--- config.mk ---
export PLATFORM = sky130hd
export DESIGN_NAME = three_term_recurrence_checksum_unit
export DESIGN_NICKNAME = d
export VERILOG_FILES = /design/src/rtl/core/ttrc_pkg.sv /design/src/rtl/core/three_term_recurrence_checksum_unit.sv
export VERILOG_INCLUDE_DIRS = /design/src /design/src/rtl/core
export SDC_FILE = /design/constraint.sdc
export NUM_CORES = 1
export LEC_CHECK = 0
export ABC_CLOCK_PERIOD_IN_PS = 24800
export BUFFER_PORTS_ARGS = -buffer_cell sky130_fd_sc_hd__buf_4
export CAP_MARGIN = 20
export CORE_ASPECT_RATIO = 0.9
export CORE_UTILIZATION = 40
export CTS_CLUSTER_SIZE = 30
export DETAILED_ROUTE_END_ITERATION = 16
export PLACE_DENSITY = 0.51
export SLEW_MARGIN = 15
export SYNTH_ARGS = -nofsm -noshare
export SYNTH_HDL_FRONTEND = slang
export SYNTH_SLANG_ARGS = --single-unit
--- constraint.sdc ---
create_clock -name i_clk -period 24.8 [get_ports i_clk]
set_input_delay 3.72 -clock i_clk [delete_from_list [all_inputs] [get_ports i_clk]]
set_output_delay 3.72 -clock i_clk [all_outputs]
set_load 0.1 [all_outputs]
--- src/rtl/core/three_term_recurrence_checksum_unit_macros.svh ---
// assertion helpers for the recurrence checksum unit
`ifndef THREE_TERM_RECURRENCE_CHECKSUM_UNIT_MACROS_SVH
`define THREE_TERM_RECURRENCE_CHECKSUM_UNIT_MACROS_SVH

// clocked check, masked while reset is held
`define TTRC_ASSERT(lbl, prop, msg) \
    lbl: assert property (@(posedge i_clk) disable iff (!i_rst_n) prop) else $error(msg);

// clocked check that also holds during reset
`define TTRC_ASSERT_ALWAYS(lbl, prop, msg) \
    lbl: assert property (@(posedge i_clk) prop) else $error(msg);

`endif

--- src/rtl/core/ttrc_pkg.sv ---
`timescale 1ns / 1ps
// ----------------------------------------------------------------------------
// ttrc_pkg
// Constants and modular helpers for the three-term recurrence checksum.
// ----------------------------------------------------------------------------
package ttrc_pkg;

    localparam int unsigned TERM_W = 16;
    localparam int unsigned POS_W  = 8;
    localparam int unsigned PROD_W = 25;   // 9-bit factor times 16-bit term

    localparam logic [7:0]        SEED_OFFSET = 8'd7;
    localparam logic [7:0]        ALPHA_STEP  = 8'd17;
    localparam logic [7:0]        BETA_STEP   = 8'd31;
    localparam logic [TERM_W:0]   MODULUS     = 17'd65535;
    localparam logic [TERM_W-1:0] TERM_RESET  = 16'd1;

    // x mod 65535 for x below 2^25: fold high bits onto low, one correction
    function automatic logic [TERM_W-1:0] mod_fold(input logic [PROD_W-1:0] x);
        logic [TERM_W:0] s;
        s = {1'b0, x[TERM_W-1:0]} + {8'b0, x[PROD_W-1:TERM_W]};
        if (s >= MODULUS) begin
            s = s - MODULUS;
        end
        return s[TERM_W-1:0];
    endfunction

endpackage

--- src/rtl/core/three_term_recurrence_checksum_unit.sv ---
`timescale 1ns / 1ps
// ----------------------------------------------------------------------------
// three_term_recurrence_checksum_unit
// Byte-serial checksum built on a two-term modular recurrence.
// ----------------------------------------------------------------------------
// Usage:
//   Input channel (i_valid / o_stall) carries one message byte per request
//   with first and last markers. A first byte restarts the recurrence; a
//   byte marked last produces one checksum request on the output channel
//   (o_valid / i_stall). Bytes without the last marker produce nothing.
//   A byte passes from the input register to the term registers and, if last,
//   to the output register. Throughput: one byte per cycle while no last byte
//   waits; the recurrence step (two small multiplies and a fold modulo 65535)
//   is combinational between the input register and the term registers.
//   Receiver stall: the output register holds its checksum; bytes without
//   the last marker keep flowing, and a last byte waits in the input
//   register, raising o_stall, until the output register frees up.
//   Reset: both terms return to one, the position to zero, and both
//   pipeline registers empty. A byte before any first byte continues from
//   that reset state.
// ----------------------------------------------------------------------------
`include "three_term_recurrence_checksum_unit_macros.svh"

module three_term_recurrence_checksum_unit (
    input  logic        i_clk,
    input  logic        i_rst_n,
    input  logic        i_valid,
    output logic        o_stall,
    input  logic [7:0]  i_byte_value,
    input  logic        i_first_byte,
    input  logic        i_last_byte,
    output logic        o_valid,
    input  logic        i_stall,
    output logic [15:0] o_checksum
);

    // input register
    logic       r_in_valid;
    logic [7:0] r_in_byte;
    logic       r_in_first;
    logic       r_in_last;

    // recurrence state
    logic [ttrc_pkg::TERM_W-1:0] r_prev, n_prev;
    logic [ttrc_pkg::TERM_W-1:0] r_cur,  n_cur;
    logic [ttrc_pkg::POS_W-1:0]  r_pos,  n_pos;

    // output register
    logic                        r_out_valid;
    logic [ttrc_pkg::TERM_W-1:0] r_out_sum;

    logic                        out_free;
    logic                        s1_go;
    logic                        in_free;
    logic [ttrc_pkg::POS_W-1:0]  pos_inc;
    logic [7:0]                  alpha;
    logic [7:0]                  beta;
    logic [8:0]                  factor;
    logic [ttrc_pkg::PROD_W-1:0] prod_a;
    logic [ttrc_pkg::PROD_W-1:0] prod_b;
    logic                        neg;
    logic [ttrc_pkg::PROD_W-1:0] mag;
    logic [ttrc_pkg::TERM_W-1:0] folded;
    logic [ttrc_pkg::TERM_W-1:0] step_term;

    // only a last byte needs room in the output register
    assign out_free = !r_out_valid || !i_stall;
    assign s1_go    = r_in_valid && (!r_in_last || out_free);
    assign in_free  = !r_in_valid || s1_go;
    assign o_stall  = !in_free;

    assign o_valid    = r_out_valid;
    assign o_checksum = r_out_sum;

    always_comb begin
        pos_inc = r_pos + 8'd1;
        alpha   = 8'(ttrc_pkg::ALPHA_STEP * pos_inc);
        beta    = 8'(ttrc_pkg::BETA_STEP * pos_inc);
        factor  = {1'b0, r_in_byte} + {1'b0, alpha};
        prod_a  = ttrc_pkg::PROD_W'(factor) * ttrc_pkg::PROD_W'(r_cur);
        prod_b  = ttrc_pkg::PROD_W'(beta) * ttrc_pkg::PROD_W'(r_prev);
        neg     = prod_a < prod_b;
        // negative difference reduced as a 64-bit wrap would be: result is (d + 1) mod 65535
        mag     = neg ? (prod_b - prod_a - 25'd1) : (prod_a - prod_b);
        folded  = ttrc_pkg::mod_fold(mag);
        if (neg && folded != '0) begin
            step_term = ttrc_pkg::MODULUS[ttrc_pkg::TERM_W-1:0] - folded;
        end else begin
            step_term = folded;
        end

        n_prev = r_prev;
        n_cur  = r_cur;
        n_pos  = r_pos;
        if (s1_go) begin
            if (r_in_first) begin
                n_prev = ttrc_pkg::TERM_RESET;
                n_cur  = {8'b0, r_in_byte} + {8'b0, ttrc_pkg::SEED_OFFSET};
                n_pos  = '0;
            end else begin
                n_prev = r_cur;
                n_cur  = step_term;
                n_pos  = pos_inc;
            end
        end
    end

    always_ff @(posedge i_clk) begin
        if (!i_rst_n) begin
            r_in_valid  <= 1'b0;
            r_out_valid <= 1'b0;
            r_prev      <= ttrc_pkg::TERM_RESET;
            r_cur       <= ttrc_pkg::TERM_RESET;
            r_pos       <= '0;
        end else begin
            r_prev <= n_prev;
            r_cur  <= n_cur;
            r_pos  <= n_pos;
            if (in_free) begin
                r_in_valid <= i_valid;
            end
            if (s1_go && r_in_last) begin
                r_out_valid <= 1'b1;
            end else if (!i_stall) begin
                r_out_valid <= 1'b0;
            end
        end
    end

    always_ff @(posedge i_clk) begin
        if (in_free && i_valid) begin
            r_in_byte  <= i_byte_value;
            r_in_first <= i_first_byte;
            r_in_last  <= i_last_byte;
        end
        if (s1_go && r_in_last) begin
            r_out_sum <= n_cur;
        end
    end

    `TTRC_ASSERT(a_sum_range, r_out_valid |-> r_out_sum != 16'hFFFF, "checksum out of range")
    `TTRC_ASSERT(a_stall_cause, o_stall |-> r_in_last && r_out_valid && i_stall, "bad stall")
    `TTRC_ASSERT(a_restart, s1_go && r_in_first |=> r_prev == ttrc_pkg::TERM_RESET, "no restart")
    `TTRC_ASSERT(a_restart_pos, s1_go && r_in_first |=> r_pos == '0, "position not cleared")
    `TTRC_ASSERT(a_hold, r_out_valid && i_stall |=> r_out_valid && $stable(r_out_sum), "dropped")

endmodule

Yosys cells after proc, flatten, opt, wreduce, memory -nomap -nowiden
Cells that the tools add are included.
{"block": "totals", "output_inout_bits": 18, "word_cells": 47, "reg_bits": 68}
{"block": "classes", "muxes": 9, "n_reduce_logical": 13, "multipliers": 4, "n_lt_le_gt_ge": 2, "addsub": 9, "n_eq_ne": 1}
{"op": "16-bit two-way mux", "count": 5}
{"op": "25-bit by 24-bit < comparator with 1-bit output", "count": 1}
{"op": "9-bit by 16-bit multiplier with 25-bit output", "count": 1}
{"op": "25-bit two-way mux", "count": 1}
{"op": "24-bit by 25-bit subtractor with 25-bit output", "count": 1}
{"op": "25-bit by 1-bit subtractor with 25-bit output, second input constant", "count": 1}
{"op": "25-bit by 24-bit subtractor with 25-bit output", "count": 1}
{"op": "8-bit by 16-bit multiplier with 24-bit output", "count": 1}
{"op": "16-bit by 9-bit adder with 17-bit output", "count": 1}
{"op": "17-bit by 16-bit greater-or-equal comparator with 1-bit output, second input constant", "count": 1}
{"op": "5-bit by 8-bit multiplier with 8-bit output, first input constant", "count": 2}
{"op": "16-bit nonzero test", "count": 1}
{"op": "16-bit subtractor, first input constant", "count": 1}
{"op": "16-bit subtractor, second input constant", "count": 1}
{"op": "8-bit by 3-bit adder with 9-bit output, second input constant", "count": 1}
{"op": "8-bit by 8-bit adder with 9-bit output", "count": 1}
{"op": "8-bit by 1-bit adder with 8-bit output, second input constant", "count": 1}
{"op": "8-bit two-way mux", "count": 1}
{"op": "1-bit logical NOT", "count": 5}
{"op": "1-bit logical AND", "count": 4}
{"op": "1-bit logical OR", "count": 3}
{"op": "1-bit two-way mux", "count": 2}
{"op": "2-bit by 1-bit inequality test with 1-bit output, second input constant", "count": 1}

Logic depth before layout (Yosys ltp)
{"block": "depth", "depth_word": 15, "mapped_depth": 68, "depth_no_buf": 63}

Worst setup path after synthesis
No wires, ideal clock.
{"block": "synth_path", "path_type": "register to register", "start": "register r_pos[0] (netlist name)", "end": "register r_out_sum, in the netlist o_checksum[13] (data pin)", "synth_period_minus_slack_ns": 15.635, "setup_slack_ns": 9.165, "setup_ns": 0.259, "path_stages_with_launch": 68, "required_ns": 24.541, "t_arrival_ns": 15.376, "path_cell_list": "dfxtp_1 -> clkbuf_1 -> inv_1 -> clkbuf_1 -> ha_1 -> xor2_1 -> clkbuf_1 -> ha_1 -> inv_1 -> fa_1 -> fa_1 -> inv_1 -> ha_1 -> a21oi_1 -> o21bai_1 -> a21oi_1 -> xor2_1 -> xnor2_1 -> (+32 left out) -> xnor2_1 -> ha_1 -> fa_1 -> a21o_1 -> a21oi_1 -> o21ai_0 -> a21oi_1 -> o21ba_2 -> o21ba_2 -> or4_1 -> a21o_1 -> or3_1 -> or4b_1 -> a221oi_2 -> o211a_4 -> nand3_1 -> and3_1 -> or2_1"}
{"block": "synth_via", "elab_chain_len": 15, "elab_cells_between_ends": 21}
{"element": "start: declaration", "line": "three_term_recurrence_checksum_unit.sv:46", "source": "logic [ttrc_pkg::POS_W-1:0] r_pos, n_pos;"}
{"element": "start signal: assignment", "line": "three_term_recurrence_checksum_unit.sv:118", "source": "r_pos <= n_pos;"}
{"element": "8-bit by 1-bit adder with 8-bit output (*)", "line": "three_term_recurrence_checksum_unit.sv:76", "source": "pos_inc = r_pos + 8'd1;"}
{"element": "parallel branches: the longest is 11 deep, another holds 9-bit by 16-bit multiplier with 25-bit output"}
{"element": "16-bit two-way mux (*)", "line": "three_term_recurrence_checksum_unit.sv:86", "source": "if (neg && folded != '0) begin"}
{"element": "16-bit two-way mux (*)", "line": "three_term_recurrence_checksum_unit.sv:96", "source": "if (r_in_first) begin"}
{"element": "16-bit two-way mux (*)", "line": "three_term_recurrence_checksum_unit.sv:95", "source": "if (s1_go) begin"}
{"element": "net n_cur (one bit)", "line": "three_term_recurrence_checksum_unit.sv:45", "source": "logic [ttrc_pkg::TERM_W-1:0] r_cur, n_cur;"}
{"element": "end signal: assignment", "line": "three_term_recurrence_checksum_unit.sv:137", "source": "r_out_sum <= n_cur;"}
{"element": "end: declaration", "line": "three_term_recurrence_checksum_unit.sv:50", "source": "logic [ttrc_pkg::TERM_W-1:0] r_out_sum;"}
Mark *: on every way through the listed nets, which the timed path passes.
A chain may end at the register's enable or synchronous reset.

Worst setup path in the final report
Same ends and word-level chain as after synthesis.

==> metrics.txt <==
first-pass GRT wire length 77,900 um; number of synthesized register bits 68; most used flip-flop cell after synthesis dfxtp_1; final hold violations 0; Crit path required time 24.89 ns; CP max stage cell a2111oi_0; largest area contributor in the netlist fa_1; EDFF count, synth 26; final slew viol count 0; worst reg2reg startpoint r_pos[0]; WHS Endpoint r_pos[7]; root buffer cell clkbuf_16; vias in the first global route about 14,000; DRT Wirelength 49,200 um; mapped cell area 16,300 um2; Die W 215 um; R2R Setup Slk between 7 and 8 ns; port bufs 31; highest clock rate between 50 and 60 MHz; HPWL after detailed placement a little over 40,000 um; largest net degree at the start of global routing 40; CTS sink count roughly 70; worst r2r path cells 60; routed via count 13,600; hold_sp r_pos[7]; clk_lat worst skew about 0.34 ns; height of the die 194 um; DR iter-0 viols between 800 and 900; CP dominant cell by count a21oi_1; # nets final 2,359; DR WL/cell between 15 and 20 um; post-synthesis sequential area ratio 9.94%; CTS max path bufs 2; synthesized instance count 1,999; Worst Path Max Fanout 17; Fillers between 4,000 and 5,000; peak per-stage delay on the critical path roughly 0.87 ns; RSZ-0062 raised after global routing no; Worst Tran Pin Value between 1 and 1.5 ns; Worst Path Arrival about 17 ns; Core Rows 69; Buf/Inv on CP 7; final setup TNS 0 ns; outcome complete, no violations; Worst Hold Class flip-flop to flip-flop; WHS Path Cells 2; Yosys warnings 0; gr ovfl total 0; I/O Pins 32; Clock Skews a little over 0.009 ns; vias per cell roughly 5.4; Setup crit start kind flip-flop; asr flop ratio synth 0%; Initial Utilization approximately two fifths; die area between 40,000 and 50,000 um2; Final min period ~17 ns; gr usage total about a quarter; Max Cap Viol 0; drt drc 0; Max-Slew Margin vs Limit between 20% and 30%; CP Capture Type flip-flop; WS Path Type flip-flop to flip-flop; Core Box Area about 40,000 um2; Post-Syn Area per Cell a little over 8 um2; Worst path top cell family by delay compound AO/OA/AOI/OAI gates; Synth top area share a little under a quarter; hold_buf cts 0; Detailed Routing Iterations Pass 1 7; clock buffer count from CTS 9; initial antenna violation count 0; H-Tree Depth 3; RR Endpoint o_checksum[13]; post-cts resize count 0; Area Growth Syn to Fin 6.57%; share of cells above drive strength 1 5.18%; Synth area leaders fa_1 24%, ha_1 13%, inv_1 7.6%; CTS tree yes; post-route ant nets 0; GPL Wtd Cong roughly 0.9; syn nets 2,375; final setup vio count 0; setup bufs post-CTS 0; Reg clk slew, reported paths roughly 0.06 ns; Distinct cells, synth 81; Period Utilization, post-route between 60% and 70%
-- routing by layer --
metal	vias up	GRT usage (%)	share of wire [%]	wire, um
li1	6492	-	-	-
met1	6739	34.5	48	23600
met2	326	38.9	46	22900
met3	38	2.28	4.2	2060
met4	0	4.31	1.5	727
met5	-	0	0	0
-- synth_stat cells (6+ instances only) --
library cell,instances
and3_1,16
a21oi_1,128
buf_2,7
dfxtp_1,42
o211ai_1,16
mux2i_1,10
xnor2_1,89
nand3_1,31
or3_1,14
and2_1,158
nand2_1,185
a211oi_1,18
mux2_2,6
nor2b_1,36
fa_1,194
a31oi_1,17
nand3b_1,16
a21o_1,37
nand4_1,9
a21boi_0,6
inv_1,330
o21ai_0,54
o21bai_1,29
nand2b_1,29
edfxtp_1,26
ha_1,168
o31ai_1,8
clkbuf_1,65
xor2_1,39
o21a_1,15
nor2_1,74
nor3_1,22
o21ai_1,12
-- through the flow --
| stage | util [%] | hold slack [ns] | instances | cell area [um2] | setup WS [ns] |
|---|---|---|---|---|---|
| after floorplan | - | 0.461 | 1999 | 16300 | 9.16 |
| after global placement | 42.9 | 0.492 | 2503 | 17100 | 8.17 |
| after detailed placement | 42.9 | 0.498 | 2503 | 17100 | 7.76 |
| after CTS | 43.6 | 0.507 | 2519 | 17400 | 7.72 |
| after global routing | 43.7 | 0.520 | 2520 | 17400 | 6.58 |
| final | 43.7 | 0.506 | 2521 | 17400 | 7.77 |
-- cells by family after synthesis --
family	share of synthesized area [%]
buffers and inverters	9.44
muxes	1.18
xor gates and xnor gates	7.01
AOI/OAI and AO/OA	15.9
adders and majority gates	36.7
and+or+nand+nor	19.9
DFF	9.94
-- flip-flops by register name, indices dropped and copies added, names as in the netlist --
signal / count
o_checksum: 16
o_valid: 1
r_cur: 16
r_in_byte: 8
r_in_first: 1
r_in_last: 1
r_in_valid: 1
r_pos: 8
r_prev: 16
-- worst register-to-register path, delay by kind of cell, from the launching register on --
family	cells	cell delay (ns)
DFF	1	0.60
and+or+nand+nor	12	2.58
buffers and inverters	7	1.22
adders and majority gates	12	5.22
AOI/OAI and AO/OA	22	5.88
muxes	2	0.45
xor gates and xnor gates	5	0.82
-- how the worst max path moves through the flow --
stage	startpoint	end	depth (start not counted)
floorplan	r_pos[0]	o_checksum[13]	67
global placement	r_pos[0]	o_checksum[13]	61
detailed placement	r_pos[0]	o_checksum[13]	59
CTS	r_pos[0]	o_checksum[13]	59
global route	r_pos[0]	o_checksum[1]	61
finish	r_pos[0]	o_checksum[13]	60
-- area by class of cell --
type,count,area [um2],area share (%)
sequential,68,1620,9.33
tap,532,666,3.83
multi-input combinational,1524,13200,75.9
inverter,330,1240,7.12
antenna,1,2.50,0.0144
timing repair buffer,50,383,2.20
clock buffer,11,233,1.34
clock inverter,5,52.6,0.302
-- cell usage in the layout (no fill, tap or decap), types with 10 or more instances in the layout --
cell type  count
and2_1       158
fa_1         194
mux2i_1       10
a31oi_1       17
ha_1         168
nor2b_1       36
xor2_1        38
edfxtp_1      26
o21ai_0       54
inv_1        330
nor2_1        74
o21ai_1       12
o21a_1        15
a21o_1        37
nand3_1       31
dfxtp_1       42
a211oi_1      18
or3_1         14
buf_4         49
and3_1        16
o21bai_1      29
nand2b_1      29
nand3b_1      16
xnor2_1       85
a21oi_1      128
nor3_1        22
nand2_1      185
o211ai_1      16
Power is left out: the tool's default activity adds up to more than one toggle a clock period on the data nets, which glitch-free logic cannot reach.
